### src/hw/rtl/ihl_pkg.sv
// ---------------------------------------------------------------------------
// ihl_pkg
// Shared types and codes for the indexed handle list.
// ---------------------------------------------------------------------------
package ihl_pkg;

    localparam int CAPACITY_DEF     = 16;
    localparam int HANDLE_WIDTH_DEF = 32;

    // port widths of the request and result beats
    localparam int FUNC_W   = 3;
    localparam int POS_W    = 5;
    localparam int HANDLE_W = 32;
    localparam int STATUS_W = 2;
    localparam int COUNT_W  = 5;

    // code 7 has no meaning and falls to the default arm
    typedef enum logic [FUNC_W-1:0] {
        FN_APPEND = 3'd0,
        FN_INSERT = 3'd1,
        FN_GET    = 3'd2,
        FN_POP    = 3'd3,
        FN_PEEK   = 3'd4,
        FN_DELETE = 3'd5,
        FN_CLEAR  = 3'd6
    } t_func;

    typedef enum logic [STATUS_W-1:0] {
        ST_OK    = 2'd0,
        ST_RANGE = 2'd1,
        ST_FULL  = 2'd2,
        ST_ZERO  = 2'd3
    } t_status;

    // shift command broadcast to every cell
    typedef struct packed {
        logic ins;   // cell at slot loads handle, cells above take left neighbor
        logic del;   // cells at slot and above take right neighbor
    } t_cell_cmd;

endpackage

### src/hw/rtl/indexed_handle_list_top.sv
// ---------------------------------------------------------------------------
// indexed_handle_list_top
// Ordered list of nonzero handles with array-list and stack operations.
// ---------------------------------------------------------------------------
// each request is taken when start is high and busy is low; busy stays low,
// so a new request can be issued on every clock. the result beat appears on
// the o_ result ports one cycle after the request is taken and is marked by
// o_done for exactly that one cycle: the receiver cannot stall and must take
// it then. every operation, including insert and delete in the middle of the
// list, takes one clock, because the entries sit in a row of cells that all
// shift toward or away from the target slot in the same clock edge. a read
// (get, pop, peek) selects one cell by its index and the result register
// captures it. handles are kept in their low HANDLE_WIDTH bits (at most 32);
// o_count is the entry count after the request, in its low five bits.
module indexed_handle_list_top #(
    parameter int CAPACITY     = ihl_pkg::CAPACITY_DEF,
    parameter int HANDLE_WIDTH = ihl_pkg::HANDLE_WIDTH_DEF
) (
    input  logic                                i_clk,
    input  logic                                i_rst_n,
    input  logic                                start,
    output logic                                busy,
    input  logic [ihl_pkg::FUNC_W-1:0]          i_func,
    input  logic signed [ihl_pkg::POS_W-1:0]    i_position,
    input  logic [ihl_pkg::HANDLE_W-1:0]        i_handle,
    output logic                                o_done,
    output logic [ihl_pkg::HANDLE_W-1:0]        o_value,
    output logic                                o_found,
    output logic [ihl_pkg::STATUS_W-1:0]        o_status,
    output logic [ihl_pkg::COUNT_W-1:0]         o_count
);
    import ihl_pkg::*;

    // stored handle width, limited by the 32-bit handle port
    localparam int HW = (HANDLE_WIDTH < HANDLE_W) ? HANDLE_WIDTH : HANDLE_W;
    localparam int SW = $clog2(CAPACITY);
    localparam int LW = $clog2(CAPACITY + 1);

    logic          w_accept;
    logic [HW-1:0] w_handle;
    t_cell_cmd     w_cmd;
    logic [SW-1:0] w_wr_slot;
    logic [SW-1:0] w_rd_slot;
    logic          w_found;
    t_status       w_status;
    logic [LW-1:0] w_len_next;
    logic [HW-1:0] w_data [CAPACITY];
    logic [HW-1:0] w_tap  [CAPACITY];
    logic [HW-1:0] w_rd;

    // result beat registers
    logic                r_done;
    logic [HANDLE_W-1:0] r_value;
    logic                r_found;
    t_status             r_status;
    logic [COUNT_W-1:0]  r_count;
    logic [HANDLE_W-1:0] n_value;
    logic [COUNT_W-1:0]  n_count;

    // busy is tied low, so there is never back-pressure
    assign busy     = 1'b0;
    assign w_accept = start && !busy;
    assign w_handle = i_handle[HW-1:0];

    ihl_ctrl #(
        .CAPACITY (CAPACITY),
        .SW       (SW),
        .LW       (LW)
    ) u_ctrl (
        .i_clk         (i_clk),
        .i_rst_n       (i_rst_n),
        .i_accept      (w_accept),
        .i_func        (t_func'(i_func)),
        .i_position    (i_position),
        .i_handle_zero (w_handle == '0),
        .o_cmd         (w_cmd),
        .o_wr_slot     (w_wr_slot),
        .o_rd_slot     (w_rd_slot),
        .o_found       (w_found),
        .o_status      (w_status),
        .o_len_next    (w_len_next)
    );

    // row of entry cells; the two end cells see zero past the edge of the row
    for (genvar k = 0; k < CAPACITY; k++) begin : g_cell
        logic [HW-1:0] w_left;
        logic [HW-1:0] w_right;

        if (k == 0) begin : g_first
            assign w_left = '0;
        end else begin : g_mid_l
            assign w_left = w_data[k-1];
        end

        if (k == CAPACITY - 1) begin : g_last
            assign w_right = '0;
        end else begin : g_mid_r
            assign w_right = w_data[k+1];
        end

        ihl_cell #(
            .HW  (HW),
            .SW  (SW),
            .IDX (k)
        ) u_cell (
            .i_clk     (i_clk),
            .i_cmd     (w_cmd),
            .i_wr_slot (w_wr_slot),
            .i_rd_slot (w_rd_slot),
            .i_handle  (w_handle),
            .i_left    (w_left),
            .i_right   (w_right),
            .o_data    (w_data[k]),
            .o_tap     (w_tap[k])
        );
    end

    // only the addressed cell drives its tap, so the read is an or of all taps
    always_comb begin
        w_rd = '0;
        for (int k = 0; k < CAPACITY; k++) begin
            w_rd = w_rd | w_tap[k];
        end
    end

    // widen read data and narrow length to the fixed port widths
    always_comb begin
        logic [HW+HANDLE_W-1:0] v_val_ext;
        logic [LW+COUNT_W-1:0]  v_cnt_ext;
        v_val_ext = {{HANDLE_W{1'b0}}, (w_found ? w_rd : {HW{1'b0}})};
        v_cnt_ext = {{COUNT_W{1'b0}}, w_len_next};
        n_value   = v_val_ext[HANDLE_W-1:0];
        n_count   = v_cnt_ext[COUNT_W-1:0];
    end

    always_ff @(posedge i_clk) begin
        if (!i_rst_n) begin
            r_done <= 1'b0;
        end else begin
            r_done <= w_accept;
        end
    end

    // payload is only meaningful while r_done is high
    always_ff @(posedge i_clk) begin
        if (w_accept) begin
            r_value  <= n_value;
            r_found  <= w_found;
            r_status <= w_status;
            r_count  <= n_count;
        end
    end

    assign o_done   = r_done;
    assign o_value  = r_value;
    assign o_found  = r_found;
    assign o_status = r_status;
    assign o_count  = r_count;

    // a taken request yields a result beat on the next clock
    property p_beat_follows;
        @(posedge i_clk) disable iff (!i_rst_n)
        w_accept |=> o_done;
    endproperty
    a_beat_follows: assert property (p_beat_follows) else $error("result beat missing");

    // no result beat without a request the clock before
    property p_no_spurious;
        @(posedge i_clk) disable iff (!i_rst_n)
        !w_accept |=> !o_done;
    endproperty
    a_no_spurious: assert property (p_no_spurious) else $error("unrequested result beat");

    // a real read reports ok status; a beat that found no entry returns zero
    property p_found_ok;
        @(posedge i_clk) disable iff (!i_rst_n)
        (o_done && o_found) |-> (o_status == ST_OK);
    endproperty
    a_found_ok: assert property (p_found_ok) else $error("found with error status");

    property p_not_found_zero;
        @(posedge i_clk) disable iff (!i_rst_n)
        (o_done && !o_found) |-> (o_value == '0);
    endproperty
    a_not_found_zero: assert property (p_not_found_zero) else $error("value without entry");

    // clear always empties the list
    property p_clear_empties;
        @(posedge i_clk) disable iff (!i_rst_n)
        (w_accept && i_func == FN_CLEAR) |=> (o_count == '0);
    endproperty
    a_clear_empties: assert property (p_clear_empties) else $error("clear left entries");

endmodule

### src/hw/rtl/ihl_cell.sv
// ---------------------------------------------------------------------------
// ihl_cell
// One list entry: shifts up on insert, down on delete, taps out on read.
// ---------------------------------------------------------------------------
module ihl_cell #(
    parameter int HW  = 32,
    parameter int SW  = 4,
    parameter int IDX = 0
) (
    input  logic              i_clk,
    input  ihl_pkg::t_cell_cmd i_cmd,
    input  logic [SW-1:0]     i_wr_slot,
    input  logic [SW-1:0]     i_rd_slot,
    input  logic [HW-1:0]     i_handle,
    input  logic [HW-1:0]     i_left,
    input  logic [HW-1:0]     i_right,
    output logic [HW-1:0]     o_data,
    output logic [HW-1:0]     o_tap
);
    import ihl_pkg::*;

    localparam logic [SW-1:0] MY_IDX = SW'(IDX);

    logic [HW-1:0] r_data;
    logic [HW-1:0] n_data;

    always_comb begin
        n_data = r_data;
        if (i_cmd.ins) begin
            if (i_wr_slot == MY_IDX) begin
                n_data = i_handle;
            end else if (i_wr_slot < MY_IDX) begin
                n_data = i_left;
            end
        end else if (i_cmd.del) begin
            if (i_wr_slot <= MY_IDX) begin
                n_data = i_right;
            end
        end
    end

    always_ff @(posedge i_clk) begin
        r_data <= n_data;
    end

    assign o_data = r_data;
    assign o_tap  = (i_rd_slot == MY_IDX) ? r_data : '0;

endmodule

### src/hw/rtl/ihl_ctrl.sv
// ---------------------------------------------------------------------------
// ihl_ctrl
// Length register, index resolution and per-request decode.
// ---------------------------------------------------------------------------
module ihl_ctrl #(
    parameter int CAPACITY = 16,
    parameter int SW       = 4,
    parameter int LW       = 5
) (
    input  logic                             i_clk,
    input  logic                             i_rst_n,
    input  logic                             i_accept,
    input  ihl_pkg::t_func                   i_func,
    input  logic signed [ihl_pkg::POS_W-1:0] i_position,
    input  logic                             i_handle_zero,
    output ihl_pkg::t_cell_cmd               o_cmd,
    output logic [SW-1:0]                    o_wr_slot,
    output logic [SW-1:0]                    o_rd_slot,
    output logic                             o_found,
    output ihl_pkg::t_status                 o_status,
    output logic [LW-1:0]                    o_len_next
);
    import ihl_pkg::*;

    localparam int RW = ((LW > POS_W) ? LW : POS_W) + 1;
    localparam logic [LW-1:0] CAP_LEN = LW'(CAPACITY);

    logic [LW-1:0]        r_len;
    logic [LW-1:0]        n_len;
    logic signed [RW-1:0] w_pos_ext;
    logic signed [RW-1:0] w_len_ext;
    logic signed [RW-1:0] w_idx;
    logic                 w_in_range;
    logic [SW-1:0]        w_slot;
    logic [SW-1:0]        w_last;
    t_cell_cmd            w_cmd;

    // negative index counts back from the end
    always_comb begin
        w_pos_ext  = RW'(i_position);
        w_len_ext  = $signed(RW'(r_len));
        w_idx      = i_position[POS_W-1] ? (w_len_ext + w_pos_ext) : w_pos_ext;
        w_in_range = !w_idx[RW-1] && (w_idx < w_len_ext);
        w_slot     = w_idx[SW-1:0];
        w_last     = SW'(r_len - LW'(1));
    end

    always_comb begin
        w_cmd     = '0;
        o_wr_slot = '0;
        o_rd_slot = '0;
        o_found   = 1'b0;
        o_status  = ST_OK;
        n_len     = r_len;
        case (i_func)
            FN_APPEND, FN_INSERT: begin
                if (i_handle_zero) begin
                    o_status = ST_ZERO;
                end else if (r_len == CAP_LEN) begin
                    o_status = ST_FULL;
                end else begin
                    w_cmd.ins = 1'b1;
                    o_wr_slot = (i_func == FN_INSERT && w_in_range) ? w_slot
                                                                    : SW'(r_len);
                    n_len     = r_len + LW'(1);
                end
            end
            FN_GET: begin
                if (w_in_range) begin
                    o_rd_slot = w_slot;
                    o_found   = 1'b1;
                end else begin
                    o_status = ST_RANGE;
                end
            end
            FN_POP, FN_PEEK: begin
                if (r_len == '0) begin
                    o_status = ST_RANGE;
                end else begin
                    o_rd_slot = w_last;
                    o_found   = 1'b1;
                    if (i_func == FN_POP) begin
                        n_len = r_len - LW'(1);
                    end
                end
            end
            FN_DELETE: begin
                if (w_in_range) begin
                    w_cmd.del = 1'b1;
                    o_wr_slot = w_slot;
                    n_len     = r_len - LW'(1);
                end else begin
                    o_status = ST_RANGE;
                end
            end
            FN_CLEAR: begin
                n_len = '0;
            end
            default: begin
            end
        endcase
    end

    assign o_cmd      = i_accept ? w_cmd : '0;
    assign o_len_next = n_len;

    always_ff @(posedge i_clk) begin
        if (!i_rst_n) begin
            r_len <= '0;
        end else if (i_accept) begin
            r_len <= n_len;
        end
    end

    property p_len_bound;
        @(posedge i_clk) disable iff (!i_rst_n)
        r_len <= CAP_LEN;
    endproperty
    a_len_bound: assert property (p_len_bound) else $error("length above capacity");

    property p_full_only_at_cap;
        @(posedge i_clk) disable iff (!i_rst_n)
        (i_accept && o_status == ST_FULL) |-> (r_len == CAP_LEN);
    endproperty
    a_full_only_at_cap: assert property (p_full_only_at_cap)
        else $error("full reported below capacity");

    property p_shift_changes_len;
        @(posedge i_clk) disable iff (!i_rst_n)
        (o_cmd.ins || o_cmd.del) |=> (r_len != $past(r_len));
    endproperty
    a_shift_changes_len: assert property (p_shift_changes_len)
        else $error("shift without length change");

endmodule

### config.mk
export PLATFORM = sky130hd
export DESIGN_NAME = indexed_handle_list_top
export DESIGN_NICKNAME = d
export VERILOG_FILES = /design/src/hw/rtl/ihl_pkg.sv /design/src/hw/rtl/indexed_handle_list_top.sv /design/src/hw/rtl/ihl_cell.sv /design/src/hw/rtl/ihl_ctrl.sv
export SDC_FILE = /design/constraint.sdc
export NUM_CORES = 2
export LEC_CHECK = 0
export ABC_AREA = 1
export BUFFER_PORTS_ARGS = -buffer_cell sky130_fd_sc_hd__buf_2
export CAP_MARGIN = 20
export CORE_MARGIN = 3
export CORE_UTILIZATION = 40
export DETAILED_ROUTE_END_ITERATION = 16
export GPL_ROUTABILITY_DRIVEN = 0
export PLACE_DENSITY = 0.55
export SYNTH_ARGS = -nofsm -noshare
export SYNTH_HDL_FRONTEND = slang
export SYNTH_SLANG_ARGS = --single-unit
### constraint.sdc
create_clock -name i_clk -period 8.66 [get_ports i_clk]
set_input_delay 0.433 -clock i_clk [delete_from_list [all_inputs] [get_ports i_clk]]
set_output_delay 0.433 -clock i_clk [all_outputs]
set_load 0.05 [all_outputs]
### Yosys cells after proc, flatten, opt, wreduce, memory -nomap -nowiden

Index checks and enable logic that the tools add are counted.

* bits in registers: 558
* bits of input ports: 43
* output and inout port bits: 42
* word-level logic and storage cells: 293

* $add $sub $neg: 3
* $lt $le $gt $ge: 33
* equality and inequality tests: 53
* multiplexer cells: 123
* bitwise logic cells: 15
* reduce and logical (&&, ||, !) cells: 44

Operators by type and width (number)
* $mux W32: 96
* $or A32 B32 Y32: 15
* $eq A4 B4 Y1 const B: 16
* $reduce_and A3 Y1: 16
* $ne A3 B1 Y1 const B: 15
* $reduce_bool A2 Y1: 17
* $eq A4 B3 Y1 const B: 8
* $le A4 B4 Y1 const B: 8
* $logic_not A32 Y1: 1
* $lt A4 B4 Y1 const B: 8
* $mux W5: 5
* $mux W4: 5
* $pmux W5 S4: 1
* $eq A4 B2 Y1 const B: 4
* $le A4 B3 Y1 const B: 4
* $lt A4 B3 Y1 const B: 4
* $pmux W4 S2: 2
* $eq A3 B3 Y1 const B: 3
* $eq A4 B1 Y1 const B: 2
* $le A4 B1 Y1 const B: 2
* $le A4 B2 Y1 const B: 2
* $logic_not A4 Y1: 2
* $lt A4 B1 Y1 const B: 2
* $lt A4 B2 Y1 const B: 2
* 18 further kinds: 31

### Longest topological paths before layout

* depth after elaboration: 23
* depth in mapped cells: 28
* depth with buffers taken out: 27

### Modules after synthesis

A second synthesis with hierarchy kept.

* cell total of the unflattened synthesis: 6209
* area, all modules: 40841.7 µm²

By module, submodules not included
* ihl_cell (g_cell[12].u_cell ...): instances 2, cells an instance 347, area each 2289.7 µm², sequential area each 960.9 µm²
* indexed_handle_list_top: instances 1, cells an instance 560, area each 3235.6 µm², sequential area each 1221.2 µm²
* ihl_cell (g_cell[1].u_cell): instances 1, cells an instance 348, area each 2398.6 µm², sequential area each 960.9 µm²
* ihl_cell (g_cell[4].u_cell): instances 1, cells an instance 349, area each 2326.0 µm², sequential area each 960.9 µm²
* ihl_cell (g_cell[15].u_cell): instances 1, cells an instance 345, area each 2318.5 µm², sequential area each 960.9 µm²
* ihl_cell (g_cell[14].u_cell): instances 1, cells an instance 349, area each 2304.7 µm², sequential area each 960.9 µm²
* ihl_cell (g_cell[10].u_cell): instances 1, cells an instance 349, area each 2298.5 µm², sequential area each 960.9 µm²
* ihl_cell (g_cell[9].u_cell): instances 1, cells an instance 348, area each 2289.7 µm², sequential area each 960.9 µm²
* ihl_cell (g_cell[6].u_cell): instances 1, cells an instance 348, area each 2285.9 µm², sequential area each 960.9 µm²
* ihl_cell (g_cell[5].u_cell): instances 1, cells an instance 349, area each 2284.7 µm², sequential area each 960.9 µm²
* ihl_cell (g_cell[13].u_cell): instances 1, cells an instance 350, area each 2283.4 µm², sequential area each 960.9 µm²
* ihl_cell (g_cell[2].u_cell): instances 1, cells an instance 348, area each 2283.4 µm², sequential area each 960.9 µm²
* ihl_cell (g_cell[11].u_cell): instances 1, cells an instance 349, area each 2279.7 µm², sequential area each 960.9 µm²
* ihl_cell (g_cell[7].u_cell): instances 1, cells an instance 349, area each 2278.4 µm², sequential area each 960.9 µm²
* +3 rows

### Least setup slack after synthesis

No wires, ideal clock.

* path type: input port to flip-flop
* start: input port i_position[2] (netlist bit)
* end: register g_cell[4].u_cell.r_data[0] (enable)
* library setup time: 0.432 ns
* data arrival time: 5.779 ns
* data required time: 8.228 ns
* setup slack: 2.449 ns
* cell stages on the path: 20
* path buffers: 0
* cells stage by stage: ha_1 > nand2_1 > nand2_1 > inv_1 > nand2_1 > nand2_1 > nand2_1 > o21ai_1 > ha_1 > a21oi_1 > nand2_1 > nand2_4 > nand2_4 > inv_4 > nand2_4 > o21ai_1 > a21oi_4 > nor2_1 > inv_1 > a21oi_1

* longest elaborated chain between the ends: 12
* elaborated cells between the ends (all ways): 21
* those cells by class: add/sub: 1; order compare: 3; eq/ne: 2; mux: 9; reduce/logical: 6

RTL lines
* start: declaration: RTL line indexed_handle_list_top.sv:24 `input logic signed [ihl_pkg::POS_W-1:0] i_position,`
* $add A6 B5 Y6: RTL line ihl_ctrl.sv:42 `w_idx = i_position[POS_W-1] ? (w_len_ext + w_pos_ext) : w_pos_ext;`
* $mux W6 *: RTL line ihl_ctrl.sv:42
* $lt A6 B6 Y1 / $logic_not A1 Y1 (equally long branches): RTL line ihl_ctrl.sv:43 `w_in_range = !w_idx[RW-1] && (w_idx < w_len_ext);`
* $logic_and A1 B1 Y1: RTL line ihl_ctrl.sv:43
* $logic_and A1 B1 Y1: RTL line ihl_ctrl.sv:63 `o_wr_slot = (i_func == FN_INSERT && w_in_range) ? w_slot`
* $mux W4: RTL line ihl_ctrl.sv:63
* $mux W4: RTL line ihl_ctrl.sv:59 `end else if (r_len == CAP_LEN) begin`
* $mux W4: RTL line ihl_ctrl.sv:57 `if (i_handle_zero) begin`
* $pmux W4 S2: RTL line ihl_ctrl.sv:55 `case (i_func)`
* $lt A4 B3 Y1 (tied with other cells): RTL line ihl_cell.sv:32 `end else if (i_wr_slot < MY_IDX) begin`
* $ne A3 B1 Y1 (no source line) / $reduce_bool A2 Y1 (equally long branches)
* $reduce_and A3 Y1 (no source line) *
* end signal: assignment: RTL line ihl_cell.sv:43 `r_data <= n_data;`
* end: declaration: RTL line ihl_cell.sv:24 `logic [HW-1:0] r_data;`

Every way passes the cells marked *; elsewhere a longest branch is shown, timed or not.
A chain may end at the register's enable or synchronous reset.

### Final worst setup path

* start: register u_ctrl.r_len[2]
* end: register g_cell[9].u_cell.r_data[11] (enable)

* longest elaborated chain between the ends: 12
* elaborated cells between the ends (all ways): 25
* those cells by class: add/sub: 1; order compare: 3; eq/ne: 3; mux: 12; reduce/logical: 6

RTL lines
* start: declaration: RTL line ihl_ctrl.sv:28 `logic [LW-1:0] r_len;`
* start signal: assignment: RTL line ihl_ctrl.sv:111 `r_len <= n_len;`
* $add A6 B5 Y6: RTL line ihl_ctrl.sv:42
* $mux W6: RTL line ihl_ctrl.sv:42
* $lt A6 B6 Y1 / $logic_not A1 Y1 (equally long branches): RTL line ihl_ctrl.sv:43
* $logic_and A1 B1 Y1: RTL line ihl_ctrl.sv:43
* $logic_and A1 B1 Y1: RTL line ihl_ctrl.sv:63
* $mux W4: RTL line ihl_ctrl.sv:63
* $mux W4: RTL line ihl_ctrl.sv:59
* $mux W4: RTL line ihl_ctrl.sv:57
* $pmux W4 S2: RTL line ihl_ctrl.sv:55
* $lt A4 B4 Y1 (tied with other cells): RTL line ihl_cell.sv:32
* $ne A3 B1 Y1 (no source line) / $reduce_bool A2 Y1 (equally long branches)
* $reduce_and A3 Y1 (no source line) *
* end signal: assignment: RTL line ihl_cell.sv:43
* end: declaration: RTL line ihl_cell.sv:24

Marked as above.

==> flow_metrics.env <==
export IMPL_via_count=34800
export IMPL_endpoint_kind="flip-flop"
export IMPL_ys_ff_latch=558
export IMPL_synth_warnings=0
export IMPL_path_class="reg2reg"
export IMPL_numPortBuffers=83
export IMPL_arrival_ns=6.13
export IMPL_hold_path_class="in2reg"
export IMPL_path_max_fanout=35
export IMPL_yosysUniqueCellTypes=35
export IMPL_fin_util_pct=44.5
export IMPL_setup_viol=0
export IMPL_area_growth_pct=9.31
export IMPL_powerDensity_mw_per_mm2=186
export IMPL_clk_pin_slew_ns=0.06
export IMPL_cts_hold_buffers=1
export IMPL_relSlewSlack_pct=25.7
export IMPL_min_period_ns=5.87
export IMPL_rr_worst_depth=24
export IMPL_maxSlewViolCount=0
export IMPL_avgViaCountPerCell=5.69
export IMPL_wl_per_cell_um=24.0
export IMPL_diodes=0
export IMPL_grt_pass1_vias=31900
export IMPL_fmax_mhz=170
export IMPL_die_x_um=305
export IMPL_maxCapViolCount=0
export IMPL_dr_pass1_iters=5
export IMPL_p_leak_nw=18.6
export IMPL_required_ns=8.91
export IMPL_rr_endpoint="g_cell[9].u_cell.o_data[11]"
export IMPL_netlist_area_mm2=0.0357
export IMPL_clock_skew_ns=0.0279
export IMPL_ant_nets=0
export IMPL_crit_path_start="u_ctrl.r_len[2]"
export IMPL_antenna_found_initial=5
export IMPL_clock_sinks=558
export IMPL_grt_max_degree=178
export IMPL_r2r_slack_ns=2.79
export IMPL_nFillCells=8978
export IMPL_syn_inst=5049
export IMPL_worst_slack_ns=2.79
export IMPL_cts_setup_buffers=0
export IMPL_rsz0062_at_grt="false"
export IMPL_hold_viol_final=0
export IMPL_drtIter0Drc=4658
export IMPL_start_util_pct=40.7
export IMPL_setup_tns_ns=0
export IMPL_drcViolationCount=0
export IMPL_fp_row_count=108
export IMPL_cp_common_cell="nand2_1"
export IMPL_status="finished clean"
export IMPL_track_usage_pct=30.8
export IMPL_vdd_drop_max_mv=0.141
export IMPL_place_ws_ns=2.93
export IMPL_slowest_stage="nand2_2"
export IMPL_overflow=0
export IMPL_fin_cells=6128
export IMPL_post_dp_cell_area_mm2=0.0369
export IMPL_place_inst=6000
export IMPL_clockBufferDepth=3
export IMPL_die_h_um=305
export IMPL_avgSynthCellArea_um2=7.08
export IMPL_drive_above_1_share_pct=6.82
export IMPL_cp_cell_sequence="ha_1 > nand2_1 > nand2_1 > inv_1 > nand2_1 > nand2_1 > nand2_1 > o21ai_1 > ha_1 > a21oi_1 > nand2_1 > nand2_4 > nand2_4 > inv_4 > nand2_4 > inv_2 > nand2_2 > nand2_1 > nand2_2 > nor2_4 > buf_4 > nand2_2 > a31oi_4 > buf_4"
export IMPL_crit_path_start_kind="flip-flop"
export IMPL_syn_nets=5103
export IMPL_yosysSeqAreaShare_pct=46.7
export IMPL_r2r_start="u_ctrl.r_len[2]"
export IMPL_worst_path_stages=24
export IMPL_nNetsFinal=4972
export IMPL_fin_crit_sh_pct=67.8
export IMPL_worst_pin_slew_ns=1.11
export IMPL_finalInstanceArea_mm2=0.0391
export IMPL_cp_top_family="simple AND/OR/NAND/NOR gates"
export IMPL_cts_tree="yes"
export IMPL_htreeDepth=3
export IMPL_max_stage_delay_ns=0.80
export IMPL_worst_skew_pair_late_latency_ns=0.64
export IMPL_clock_root_buffer="clkbuf_16"
export IMPL_whs_ns=0.140
export IMPL_die_area_mm2=0.0930
export IMPL_grt_pass1_wl_um=215000
export IMPL_total_power_mw=7.28
export IMPL_cp_endpoint="g_cell[9].u_cell.o_data[11]"
export IMPL_wl_um=147000
export IMPL_post_cts_resized=0
export IMPL_dp_hpwl_um=84300
export IMPL_crit_buf_inv=5
export IMPL_hold_start="i_handle[4]"
export IMPL_cts_inserted_buffers=69
export IMPL_ios=85
export IMPL_core_area_mm2=0.0877
-- worst min-delay path, stage by stage --
cell	delay, ns
buf_2	0.11
nor2_1	0.05
nor2_1	0.08
-- synth_stat cells --
master | count | area share (%)
nand2_1 | 2024 | 21
nand3_1 | 984 | 14
edfxtp_1 | 552 | 46
inv_1 | 429 | 4.5
nor2_1 | 359 | 3.8
buf_2 | 176 | 2.5
clkbuf_1 | 149 | 1.6
o21ai_1 | 106 | 1.5
o21ai_0 | 74 | 1.0
a21oi_1 | 47 | 0.66
buf_1 | 27 | 0.28
inv_2 | 18 | 0.19
nand2_2 | 16 | 0.28
nand4_1 | 14 | 0.25
buf_4 | 11 | 0.23
ha_1 | 10 | 0.35
nor2_4 | 8 | 0.25
dfxtp_1 | 6 | 0.34
nand2_4 | 6 | 0.19
nor2_2 | 5 | 0.088
a31oi_1 | 3 | 0.053
o2111ai_1 | 3 | 0.074
o211ai_1 | 3 | 0.063
xor2_1 | 3 | 0.074
a21oi_4 | 2 | 0.091
clkinv_1 | 2 | 0.021
nor3_1 | 2 | 0.028
o22ai_1 | 2 | 0.035
xnor2_1 | 2 | 0.049
conb_1 | 1 | 0.010
fa_1 | 1 | 0.056
inv_4 | 1 | 0.018
nand3b_1 | 1 | 0.021
nor3_2 | 1 | 0.028
o31ai_1 | 1 | 0.021
-- logic make-up (layout without fill, tap and decap cells) --
logic type	after synthesis	count (layout)	share of synthesized area [%]
and+or+nand+nor	3420	3420	39.9
adders and majority gates	11	11	0.406
other	1	1	0.0105
buffers and inverters	813	737	9.28
AOI/OAI and AO/OA	241	241	3.52
DFF	558	558	46.7
xor gates and xnor gates	5	5	0.123
-- placed cells by master (no fill, tap or decap), types with 24 or more instances in the layout --
master / n
a21oi_1: 43
buf_2: 83
buf_4: 68
clkbuf_16: 70
edfxtp_1: 552
inv_1: 424
nand2_1: 2016
nand2_2: 24
nand3_1: 984
nor2_1: 344
nor2_4: 28
o21ai_0: 74
o21ai_1: 106
-- state kept, by name (all words and copies together) (netlist names) --
register	flops
o_count	5
o_status	2
o_done	1
o_value	32
g_cell.u_cell.o_data	512
u_ctrl.r_len	5
o_found	1
-- final cells by class --
cell class	count	area [µm²]	share of cell area, %
flip-flops and latches	558	16700	42.7
repair buffers	161	1120	2.88
inverters	450	1700	4.36
multi-input cells	3678	15900	40.8
well taps	1155	1450	3.70
clock buffers	91	1830	4.69
clock inverters	35	319	0.817
-- metal layers --
layer  vias to the layer above  wire, µm  global-route usage, %
li1                      16000         -                      -
met1                     16400     60900                   43.6
met2                      2125     63600                   46.6
met3                       266     17800                   6.94
met4                         4      4660                   9.85
met5                         -        23                      0
-- report_power, final --
part           switching (mW)  total (mW)  internal, mW
combinational           0.892        1.16         0.266
clock                    1.27        2.89          1.62
sequential             0.0923        3.23          3.14
-- worst min-delay path by stage --
stage | depth (start not counted) | slack, ns | endpoint
2_1_floorplan | 2 | 0.52 | g_cell[14].u_cell.o_data[30]
3_3_place_gp | 2 | 0.53 | g_cell[14].u_cell.o_data[10]
3_5_place_dp | 2 | 0.53 | g_cell[14].u_cell.o_data[6]
4_1_cts | 3 | 0.12 | g_cell[15].u_cell.o_data[15]
5_1_grt | 3 | 0.15 | g_cell[15].u_cell.o_data[23]
6_report | 3 | 0.14 | g_cell[15].u_cell.o_data[4]
Note: power is estimated with default switching activity, not from simulation.
